[src/rtl/psi_pkg.sv]
// Shared types, codes and helpers for the payload safety interlock.
`timescale 1ns / 1ps
`default_nettype none
package psi_pkg;

    localparam int unsigned FUNC_W   = 3;
    localparam int unsigned ALT_W    = 16;
    localparam int unsigned WIND_W   = 10;
    localparam int unsigned TMO_W    = 16;
    localparam int unsigned MAXALT_W = 15;
    localparam int unsigned MODE_W   = 3;
    localparam int unsigned REASON_W = 2;
    localparam int unsigned COUNT_W  = 32;
    localparam int unsigned CFG_IDX_W  = 2;
    localparam int unsigned CFG_DATA_W = 16;

    typedef enum logic [FUNC_W-1:0] {
        FUNC_TICK   = 3'd0,
        FUNC_UPDATE = 3'd1,
        FUNC_ARM    = 3'd2,
        FUNC_RUN    = 3'd3,
        FUNC_STOP   = 3'd4,
        FUNC_DROP   = 3'd5,
        FUNC_PULSE  = 3'd6
    } t_func;

    typedef enum logic [4:0] {
        ST_IDLE      = 5'b00001,
        ST_ARMED     = 5'b00010,
        ST_RUNNING   = 5'b00100,
        ST_RELEASED  = 5'b01000,
        ST_INHIBITED = 5'b10000
    } t_mode;

    localparam logic [MODE_W-1:0] MODE_IDLE      = 3'd0;
    localparam logic [MODE_W-1:0] MODE_ARMED     = 3'd1;
    localparam logic [MODE_W-1:0] MODE_RUNNING   = 3'd2;
    localparam logic [MODE_W-1:0] MODE_RELEASED  = 3'd3;
    localparam logic [MODE_W-1:0] MODE_INHIBITED = 3'd4;

    typedef enum logic [REASON_W-1:0] {
        REASON_NONE     = 2'd0,
        REASON_LINK     = 2'd1,
        REASON_ALTITUDE = 2'd2,
        REASON_WIND     = 2'd3
    } t_reason;

    localparam logic [CFG_IDX_W-1:0] CFG_LINK_TIMEOUT = 2'd0;
    localparam logic [CFG_IDX_W-1:0] CFG_MAX_ALTITUDE = 2'd1;
    localparam logic [CFG_IDX_W-1:0] CFG_MAX_WIND     = 2'd2;

    localparam logic [TMO_W-1:0]    LINK_TIMEOUT_RST = 16'd1000;
    localparam logic [MAXALT_W-1:0] MAX_ALTITUDE_RST = 15'd50;
    localparam logic [WIND_W-1:0]   MAX_WIND_RST     = 10'd50;

    typedef struct packed {
        logic [TMO_W-1:0]    link_timeout_ticks;
        logic [MAXALT_W-1:0] max_altitude_dm;
        logic [WIND_W-1:0]   max_wind_dmps;
    } t_cfg;

    typedef struct packed {
        logic [MODE_W-1:0]   mode;
        logic                pump_on;
        logic                cargo_released;
        logic                inhibit_event;
        logic [REASON_W-1:0] breach_reason;
        logic [COUNT_W-1:0]  pulse_total;
    } t_result;

    function automatic logic [MODE_W-1:0] mode_code(input t_mode m);
        logic [MODE_W-1:0] c;
        unique case (m)
            ST_IDLE:      c = MODE_IDLE;
            ST_ARMED:     c = MODE_ARMED;
            ST_RUNNING:   c = MODE_RUNNING;
            ST_RELEASED:  c = MODE_RELEASED;
            ST_INHIBITED: c = MODE_INHIBITED;
            default:      c = MODE_IDLE;
        endcase
        return c;
    endfunction

endpackage
`default_nettype wire

[src/rtl/psi_envelope.sv]
// Safety envelope check: link age, altitude and wind against their limits.
`timescale 1ns / 1ps
`default_nettype none
module psi_envelope (
    input  var psi_pkg::t_cfg                     i_cfg,
    input  wire logic [psi_pkg::TMO_W-1:0]        i_link_age,
    input  wire logic signed [psi_pkg::ALT_W-1:0] i_altitude,
    input  wire logic [psi_pkg::WIND_W-1:0]       i_wind,
    output var psi_pkg::t_reason                  o_reason
);

    logic signed [psi_pkg::ALT_W-1:0] max_alt_s;
    logic link_bad;
    logic alt_bad;
    logic wind_bad;

    assign max_alt_s = $signed({1'b0, i_cfg.max_altitude_dm});
    assign link_bad  = i_link_age > i_cfg.link_timeout_ticks;
    assign alt_bad   = i_altitude > max_alt_s;
    assign wind_bad  = i_wind > i_cfg.max_wind_dmps;

    always_comb begin
        priority if (link_bad) begin
            o_reason = psi_pkg::REASON_LINK;
        end else if (alt_bad) begin
            o_reason = psi_pkg::REASON_ALTITUDE;
        end else if (wind_bad) begin
            o_reason = psi_pkg::REASON_WIND;
        end else begin
            o_reason = psi_pkg::REASON_NONE;
        end
    end

endmodule
`default_nettype wire

[src/rtl/psi_core.sv]
// Interlock state registers, event decode and next-result logic.
`timescale 1ns / 1ps
`default_nettype none
module psi_core (
    input  wire logic                              i_clk,
    input  wire logic                              i_rst_n,
    input  wire logic                              i_advance,
    input  wire logic [psi_pkg::FUNC_W-1:0]        i_func,
    input  wire logic signed [psi_pkg::ALT_W-1:0]  i_altitude_dm,
    input  wire logic [psi_pkg::WIND_W-1:0]        i_wind_dmps,
    input  var psi_pkg::t_cfg                      i_cfg,
    output var psi_pkg::t_result                   o_result
);

    psi_pkg::t_mode                    r_mode, n_mode, mode_mid;
    logic signed [psi_pkg::ALT_W-1:0]  r_last_alt, n_last_alt;
    logic [psi_pkg::WIND_W-1:0]        r_last_wind, n_last_wind;
    logic [psi_pkg::TMO_W-1:0]         r_link_age, n_link_age;
    logic [psi_pkg::COUNT_W-1:0]       r_pulse_count, n_pulse_count;
    logic                              r_released, n_released;
    logic                              event_inh;
    psi_pkg::t_reason                  reason;
    logic                              active;

    assign active = (r_mode == psi_pkg::ST_ARMED) || (r_mode == psi_pkg::ST_RUNNING);

    always_comb begin
        mode_mid      = r_mode;
        n_last_alt    = r_last_alt;
        n_last_wind   = r_last_wind;
        n_link_age    = r_link_age;
        n_pulse_count = r_pulse_count;
        n_released    = r_released;
        unique case (psi_pkg::t_func'(i_func))
            psi_pkg::FUNC_TICK: begin
                if (r_link_age != '1) begin
                    n_link_age = r_link_age + 1'b1;
                end
            end
            psi_pkg::FUNC_UPDATE: begin
                n_last_alt  = i_altitude_dm;
                n_last_wind = i_wind_dmps;
                n_link_age  = '0;
            end
            psi_pkg::FUNC_ARM: begin
                mode_mid      = psi_pkg::ST_ARMED;
                n_pulse_count = '0;
            end
            psi_pkg::FUNC_RUN: begin
                if (active) begin
                    mode_mid = psi_pkg::ST_RUNNING;
                end
            end
            psi_pkg::FUNC_STOP: begin
                if (r_mode == psi_pkg::ST_RUNNING) begin
                    mode_mid = psi_pkg::ST_ARMED;
                end
            end
            psi_pkg::FUNC_DROP: begin
                if (active) begin
                    mode_mid   = psi_pkg::ST_RELEASED;
                    n_released = 1'b1;
                end
            end
            psi_pkg::FUNC_PULSE: begin
                n_pulse_count = r_pulse_count + 1'b1;
            end
            default: begin
            end
        endcase
    end

    psi_envelope u_envelope (
        .i_cfg      (i_cfg),
        .i_link_age (n_link_age),
        .i_altitude (n_last_alt),
        .i_wind     (n_last_wind),
        .o_reason   (reason)
    );

    always_comb begin
        n_mode    = mode_mid;
        event_inh = 1'b0;
        if (reason != psi_pkg::REASON_NONE) begin
            if ((mode_mid == psi_pkg::ST_ARMED) || (mode_mid == psi_pkg::ST_RUNNING)) begin
                n_mode    = psi_pkg::ST_INHIBITED;
                event_inh = 1'b1;
            end
        end else if (mode_mid == psi_pkg::ST_INHIBITED) begin
            n_mode = psi_pkg::ST_ARMED;
        end
    end

    always_comb begin
        o_result.mode           = psi_pkg::mode_code(n_mode);
        o_result.pump_on        = (n_mode == psi_pkg::ST_RUNNING);
        o_result.cargo_released = n_released;
        o_result.inhibit_event  = event_inh;
        o_result.breach_reason  = reason;
        o_result.pulse_total    = n_pulse_count;
    end

    always_ff @(posedge i_clk) begin
        if (!i_rst_n) begin
            r_mode        <= psi_pkg::ST_IDLE;
            r_last_alt    <= '0;
            r_last_wind   <= '0;
            r_link_age    <= '0;
            r_pulse_count <= '0;
            r_released    <= 1'b0;
        end else if (i_advance) begin
            r_mode        <= n_mode;
            r_last_alt    <= n_last_alt;
            r_last_wind   <= n_last_wind;
            r_link_age    <= n_link_age;
            r_pulse_count <= n_pulse_count;
            r_released    <= n_released;
        end
    end

endmodule
`default_nettype wire

[src/rtl/payload_safety_interlock_top.sv]
// Top level: config registers, input register, interlock core, result register.
// The input register feeds the result register; a result is valid once its item moves from one to the other.
// Throughput: one item per cycle while the result side takes one per cycle.
// The input register frees as its item moves to the result register.
// Reset (synchronous, active low): mode idle, core counters and stored values zero,
// limits back to 1000 ticks, 50 dm, 50 dm/s; both stages empty.
`timescale 1ns / 1ps
`default_nettype none
module payload_safety_interlock_top (
    input  wire logic                                 i_clk,
    input  wire logic                                 i_rst_n,
    input  wire logic                                 i_cfg_we,
    input  wire logic [psi_pkg::CFG_IDX_W-1:0]        i_cfg_index,
    input  wire logic [psi_pkg::CFG_DATA_W-1:0]       i_cfg_data,
    input  wire logic                                 i_in_valid,
    output var  logic                                 o_in_ready,
    input  wire logic [psi_pkg::FUNC_W-1:0]           i_func,
    input  wire logic signed [psi_pkg::ALT_W-1:0]     i_altitude_dm,
    input  wire logic [psi_pkg::WIND_W-1:0]           i_wind_dmps,
    output var  logic                                 o_out_valid,
    input  wire logic                                 i_out_ready,
    output var  logic [psi_pkg::MODE_W-1:0]           o_mode,
    output var  logic                                 o_pump_on,
    output var  logic                                 o_cargo_released,
    output var  logic                                 o_inhibit_event,
    output var  logic [psi_pkg::REASON_W-1:0]         o_breach_reason,
    output var  logic [psi_pkg::COUNT_W-1:0]          o_pulse_total
);

    psi_pkg::t_cfg                     r_cfg;
    logic                              r_in_valid;
    logic [psi_pkg::FUNC_W-1:0]        r_func;
    logic signed [psi_pkg::ALT_W-1:0]  r_alt;
    logic [psi_pkg::WIND_W-1:0]        r_wind;
    logic                              r_out_valid;
    psi_pkg::t_result                  r_result, n_result;
    logic                              advance;
    logic                              in_xfer;

    assign advance    = r_in_valid && (!r_out_valid || i_out_ready);
    assign o_in_ready = !r_in_valid || advance;
    assign in_xfer    = i_in_valid && o_in_ready;

    always_ff @(posedge i_clk) begin
        if (!i_rst_n) begin
            r_cfg.link_timeout_ticks <= psi_pkg::LINK_TIMEOUT_RST;
            r_cfg.max_altitude_dm    <= psi_pkg::MAX_ALTITUDE_RST;
            r_cfg.max_wind_dmps      <= psi_pkg::MAX_WIND_RST;
        end else if (i_cfg_we) begin
            unique case (i_cfg_index)
                psi_pkg::CFG_LINK_TIMEOUT: r_cfg.link_timeout_ticks <= i_cfg_data;
                psi_pkg::CFG_MAX_ALTITUDE:
                    r_cfg.max_altitude_dm <= i_cfg_data[psi_pkg::MAXALT_W-1:0];
                psi_pkg::CFG_MAX_WIND:
                    r_cfg.max_wind_dmps <= i_cfg_data[psi_pkg::WIND_W-1:0];
                default: begin
                end
            endcase
        end
    end

    always_ff @(posedge i_clk) begin
        if (!i_rst_n) begin
            r_in_valid <= 1'b0;
        end else if (o_in_ready) begin
            r_in_valid <= i_in_valid;
        end
    end

    always_ff @(posedge i_clk) begin
        if (in_xfer) begin
            r_func <= i_func;
            r_alt  <= i_altitude_dm;
            r_wind <= i_wind_dmps;
        end
    end

    psi_core u_core (
        .i_clk         (i_clk),
        .i_rst_n       (i_rst_n),
        .i_advance     (advance),
        .i_func        (r_func),
        .i_altitude_dm (r_alt),
        .i_wind_dmps   (r_wind),
        .i_cfg         (r_cfg),
        .o_result      (n_result)
    );

    always_ff @(posedge i_clk) begin
        if (!i_rst_n) begin
            r_out_valid <= 1'b0;
        end else if (advance) begin
            r_out_valid <= 1'b1;
        end else if (i_out_ready) begin
            r_out_valid <= 1'b0;
        end
    end

    always_ff @(posedge i_clk) begin
        if (advance) begin
            r_result <= n_result;
        end
    end

    assign o_out_valid      = r_out_valid;
    assign o_mode           = r_result.mode;
    assign o_pump_on        = r_result.pump_on;
    assign o_cargo_released = r_result.cargo_released;
    assign o_inhibit_event  = r_result.inhibit_event;
    assign o_breach_reason  = r_result.breach_reason;
    assign o_pulse_total    = r_result.pulse_total;

endmodule
`default_nettype wire
[config.mk]
export PLATFORM = sky130hd
export DESIGN_NAME = payload_safety_interlock_top
export DESIGN_NICKNAME = d
export VERILOG_FILES = /design/src/rtl/psi_pkg.sv /design/src/rtl/psi_envelope.sv /design/src/rtl/psi_core.sv /design/src/rtl/payload_safety_interlock_top.sv
export SDC_FILE = /design/constraint.sdc
export NUM_CORES = 1
export LEC_CHECK = 0
export ABC_CLOCK_PERIOD_IN_PS = 4180
export BUFFER_PORTS_ARGS = -buffer_cell sky130_fd_sc_hd__buf_2
export CAP_MARGIN = 20
export CORE_MARGIN = 2
export CORE_UTILIZATION = 30
export DETAILED_ROUTE_END_ITERATION = 7
export PLACE_DENSITY = 0.44
export SLEW_MARGIN = 25
export SYNTH_ARGS = -nofsm -noshare
export SYNTH_HDL_FRONTEND = slang
export SYNTH_SLANG_ARGS = --single-unit
export TNS_END_PERCENT = 20
[constraint.sdc]
create_clock -name i_clk -period 4.18 [get_ports i_clk]
set_clock_uncertainty 0.2 [all_clocks]
set_input_delay 0.209 -clock i_clk [delete_from_list [all_inputs] [get_ports i_clk]]
set_output_delay 0.209 -clock i_clk [all_outputs]
set_load 0.1 [all_outputs]
==> metrics, run 1 <==
CTS sink cnt 192; TritonCTS clock tree done; fin crit share 95.4%; Cell variety after synth 70; Leakage 4.62 nW; via count 7643; async set or reset register ratio after synthesis 0%; Worst-path clk slew 70 ps; GPL Wtd Cong 0.770; Worst EP arrival 4060 ps; drt pass-1 iters 4; total CTS buffers 17; Post-Place Setup Slack 55.1 ps; Final Hold Viols 0; critical path fanouts, max 5; largest net degree at the start of global routing 85; Post-Layout Cell Count 1615; Post-Place Cells 1531; most frequent cell after synthesis nand2_1; Final Max Tran Viols 0; Vias/cell 4.73; drc violations 0; WL final 23900 µm; multi-input logic area 4610 µm²; # rows 64; initial core utilization 30.6%; Synth area leaders dfxtp_1 26%, edfxtp_1 22%, nand2_1 9.3%; DR WL/cell 14.8 µm; Core ar. 30800 µm²; largest area contributor in the netlist dfxtp_1; initial antenna violation count 0; area post-placement 10500 µm²; final-report setup violation count 0; Antenna Cells 0; CP Class flop to flop; Main synth FF type dfxtp_1; Max-Cap Viols 0; IO Count 94; Mapped Cells 1064; Syn Area/Cell 8.88 µm²; mapped cell area 9450 µm²; CTS root buf clkbuf_16; cell area after layout 11700 µm²; RSZ-0062 raised after global routing no; Port Buf Inserts 93; Period minus WS final 3990 ps; first-pass GRT wire length 39300 µm; Startpoint Class flop; H-Tree Depth 4; worst reg2reg path depth 16; post-route setup TNS 0 ps; overall routing resource usage 15.0%; Worst Setup End Kind flop; clk_lat worst skew 440 ps; HP Class input pin to flop; CTS Buffer Depth 2; Die Width 181 µm; Fillers 3112; Peak VDD IR 0.270 mV; run status complete, no violations; post-route setup slack 192 ps; die area 32900 µm²; initial DRC count 445; commonest cells in the netlist 235 x nand2_1, 123 x dfxtp_1, 108 x nor2_1; pwr/cell area 385 nW/µm²; grt ovf 0; Post-synth EDFFs 69; critical path required time 4250 ps; Max Fclk 0.251 GHz; Synth Register Bits 192; share of post-route cells with drive strength above 1 16.2%; NumNets Final 1301; Yosys top cell area share 26.1%; dpl hpwl 16300 µm; number of global-route vias before repair 7387; Net Count, Synth 1159; hold-critical path depth 5; Die H 181 µm; Area Overhead vs Synth 24.0%; register area share after synthesis 48.0%; Synth Warn # 0; antenna-violating nets left 0; Slew Limit Headroom 34.2%; worst-margin pin slew 986 ps; register area 4540 µm²
worst max-delay path, stage by stage, from the launching register on:
cell and delay [ps]:
dfxtp_2 340, ha_2 170, and3_4 180, nand4_1 140
o211a_4 290, and3_4 200, nand2_1 120, o21ai_0 120
ha_1 320, nand4_1 140, nor3_2 200, a21bo_2 260
a31oi_4 220, nor3_4 90, o21a_1 200, or3b_4 390
a221oi_2 230
final timing paths:
kind / from / to / slack, ps
worst max-delay path: u_core.r_link_age[1] / o_mode[0] / 190
worst min-delay path: i_cfg_index[0] / r_cfg[37] / 160
worst max register to register: u_core.r_link_age[1] / o_mode[0] / 190
worst min register to register: r_cfg[27] / r_cfg[27] / 260
per-layer routing:
layer,share of wire (%),track usage (%)
met5,0,0
met1,50,20.5
met4,0.82,3.71
met3,3.2,2.67
met2,46,24.6
stage by stage:
stage                     power [mW]  hold WS (ps)  util (%)
after floorplan                 2.51           108         -
after global placement          2.68           186      34.0
after detailed placement        2.68           187      34.0
after CTS                       4.57           134      37.7
after global routing            4.71           175      38.0
final                           4.51           159      38.0
cell usage in the layout (no fill, tap or decap), types with 14 or more instances in the layout:
cell,n
nand2_1,234
dfxtp_1,120
nor2_1,107
buf_2,92
edfxtp_1,69
a21boi_0,51
dlygate4sd3_1,49
inv_1,45
ha_1,42
nand3_1,32
buf_4,32
nor3b_1,28
o21ai_0,27
a21oi_1,26
xor2_1,19
nand4_1,17
nor2b_1,17
clkbuf_16,17
nor3_1,16
o211ai_1,14
timing repair:
action,CTS,global route
buffers inserted,0,3
hold endpoints to repair,73,0
gates resized for setup,0,22
hold buffers,49,0
endpoints found under the setup margin,0,6
registers in the layout, indices dropped and copies added (netlist names), 2 cells and up:
signal	count
o_breach_reason	2
o_mode	3
o_pulse_total	32
r_alt	16
r_cfg	41
r_func	3
r_wind	10
u_core.r_last_alt	16
u_core.r_last_wind	10
u_core.r_link_age	16
u_core.r_mode	5
u_core.r_pulse_count	32
cell type report:
class / instances / share of cell area (%)
inverters: 46 / 1.50
clock buffers: 19 / 3.78
repair buffers: 176 / 10.6
well taps: 396 / 4.23
multi-input cells: 773 / 39.4
clock inverters: 13 / 1.77
flip-flops and latches: 192 / 38.7
power breakdown:
| part | internal [mW] | switching [mW] |
|---|---|---|
| sequential | 2.01 | 0.0341 |
| clock | 1.08 | 0.748 |
| combinational | 0.206 | 0.422 |
| total | 3.30 | 1.20 |
logic make-up (layout without fill, tap and decap cells):
group	after synthesis	count (layout)	share of synthesized area [%]
simple gates	511	511	25.2
flops	192	192	48.0
compound gates	186	186	13.8
buf+inv	99	254	4.12
fa+ha+maj	43	43	5.69
xor+xnor	26	26	2.41
mux	7	7	0.742
Power figures use the tool's default switching activity.
==> inputs of run 2 (changes only) <==
--- a/config.mk
+++ b/config.mk
@@ -11,7 +11,7 @@
 export CORE_MARGIN = 2
 export CORE_UTILIZATION = 30
 export DETAILED_ROUTE_END_ITERATION = 7
-export PLACE_DENSITY = 0.44
+export PLACE_DENSITY = 0.46
 export SLEW_MARGIN = 25
 export SYNTH_ARGS = -nofsm -noshare
 export SYNTH_HDL_FRONTEND = slang
==> metrics, run 2 (synthesized netlist as in run 1, its figures left out) <==
fin crit share 95.5%; part of the power in the clock network 36.9%; number of global-route vias before repair 7319; TritonCTS clock tree done; largest net degree at the start of global routing 91; WL final 23500 µm; area post-placement 10500 µm²; Die H 181 µm; Hold Crit Start i_rst_n; worst reg2reg startpoint r_func[2]; initial DRC count 433; antenna-violating nets left 0; Max-Cap Viols 0; sw power 1.20 mW; via count 7616; critical path required time 4250 ps; drt pass-1 iters 5; Worst Hold End u_core.r_mode[0]; Leakage 4.57 nW; Worst EP arrival 4060 ps; Area Overhead vs Synth 23.1%; first-pass GRT wire length 38000 µm; Post-Place Setup Slack -18.3 ps; commonest non-fill, non-tap cell in the layout nand2_1; cell area after layout 11600 µm²; pwr/cell area 365 nW/µm²; r2r setup slk 190 ps; final core utilization 37.7%; initial antenna violation count 0; initial core utilization 30.6%; H-Tree Depth 4; internal power 3.05 mW; IO Count 94; Post-Layout Cell Count 1614; Worst-path clk slew 70 ps; die area 32900 µm²; Post-Place Cells 1531; grt ovf 0; final-report setup violation count 0; Reg-to-Reg End o_mode[0]; GPL Wtd Cong 0.787; Period minus WS final 3990 ps; Peak VDD IR 0.264 mV; Vias/cell 4.72; Seq pwr share 48.3%; NumNets Final 1300; Max Fclk 0.250 GHz; Largest stage delay, worst path 590 ps; overall routing resource usage 14.5%; CP cell instances buf_4 -> nor3b_2 -> buf_12 -> nand2_1 -> nand2_1 -> ha_1 -> nand3_1 -> or4_1 -> a21o_1 -> a31oi_2 -> nor3_4 -> o21a_1 -> or3b_1 -> a221oi_2; dpl hpwl 15800 µm; Die Width 181 µm; HP Class input pin to flop; Port Buf Inserts 93; combinational share of power 14.8%; clk_lat worst skew 440 ps; CTS sink cnt 192; Final Max Tran Viols 0; Core ar. 30800 µm²; post-route setup TNS 0 ps; Worst Setup End Kind flop; Critical-path top delay cell or4_1; Slew Limit Headroom 38.8%; most frequent cells in the layout 234 x nand2_1, 122 x dfxtp_1, 106 x nor2_1; worst reg2reg path depth 14; CTS Buffer Depth 2; Top reg by flops r_cfg; post-route setup slack 186 ps; Sw Ratio 28.2%; Final Hold Viols 0; CTS root buf clkbuf_16; Top delay family on crit path simple AND/OR/NAND/NOR gates; CP Class flop to flop; Hold Slack 88.3 ps; Antenna Cells 0; worst path buffer plus inverter count 2; Startpoint Class flop; DR WL/cell 14.5 µm; worst-margin pin slew 919 ps; share of post-route cells with drive strength above 1 16.2%; most used cell, CP nand2_1; critical path fanouts, max 30; # rows 64; hold-critical path depth 2; Largest register FFs 41; total CTS buffers 17; run status complete, no violations; drc violations 0; total power 4.24 mW
[run 2: changes by cell type in the layout (fill, tap and decap cells not counted), moves of 2 or more]
cell / previous run / this run
buf_12: 2 / 4
bufinv_16: 5 / 1
dfxtp_1: 120 / 122
buf_4: 32 / 30
clkbuf_1: 1 / 3
dfxtp_2: 3 / 1
clkinvlp_4: 0 / 2
[run 2: worst max-delay path by stage]
stage	from	endpoint	slack (ps)	cells past startpoint
6_report	r_func[2]	o_mode[0]	190	14
5_1_grt	r_func[1]	o_mode[0]	-0.1	14
3_3_place_gp	u_core.r_link_age[0]	o_mode[0]	60	17
3_5_place_dp	u_core.r_link_age[0]	o_mode[0]	-20	17
4_1_cts	u_core.r_link_age[0]	o_mode[0]	20	17
2_1_floorplan	r_func[1]	o_mode[0]	160	15
[run 2: what timing repair did]
| item | 4_1_cts | 5_1_grt |
|---|---|---|
| buffers inserted | 0 | 3 |
| cloned | 0 | 0 |
| pin swaps | 0 | 16 |
| setup endpoints to repair | 1 | 4 |
| gates resized for setup | 2 | 21 |
| endpoints found under the hold margin | 72 | 0 |
| hold buffers | 48 | 0 |
[run 2: cell type report]
cell class	count	area, µm²
Multi-Input combinational cell	773	4630
Sequential cell	192	4540
Inverter	46	175
Clock buffer	20	437
Fill cell	3107	19200
Timing Repair Buffer	175	1250
Clock inverter	12	113
Tap cell	396	495
[run 2: power by group through the flow]
| stage | Combinational, mW | Sequential [mW] | Clock (mW) |
|---|---|---|---|
| floorplan | 0.275 | 2.23 | 0 |
| global placement | 0.592 | 2.09 | 0 |
| detailed placement | 0.593 | 2.09 | 0 |
| CTS | 0.632 | 2.05 | 1.62 |
| global route | 0.692 | 2.06 | 1.70 |
| finish | 0.629 | 2.05 | 1.57 |
[run 2: routing by layer]
metal / vias up / share of wire, % / GRT usage [%]
li1: 3959 / - / -
met5: - / 0 / 0
met2: 130 / 45 / 23.5
met3: 25 / 3.4 / 2.75
met4: 0 / 1.3 / 3.90
met1: 3502 / 50 / 19.6
[run 2: worst reg2reg max path, cell delays in order (launching register included)]
cell	delay [ps]
edfxtp_1	400
buf_4	220
nor3b_2	250
buf_12	240
nand2_1	100
nand2_1	90
ha_1	150
nand3_1	100
or4_1	590
a21o_1	190
a31oi_2	310
nor3_4	120
o21a_1	200
or3b_1	390
a221oi_2	260
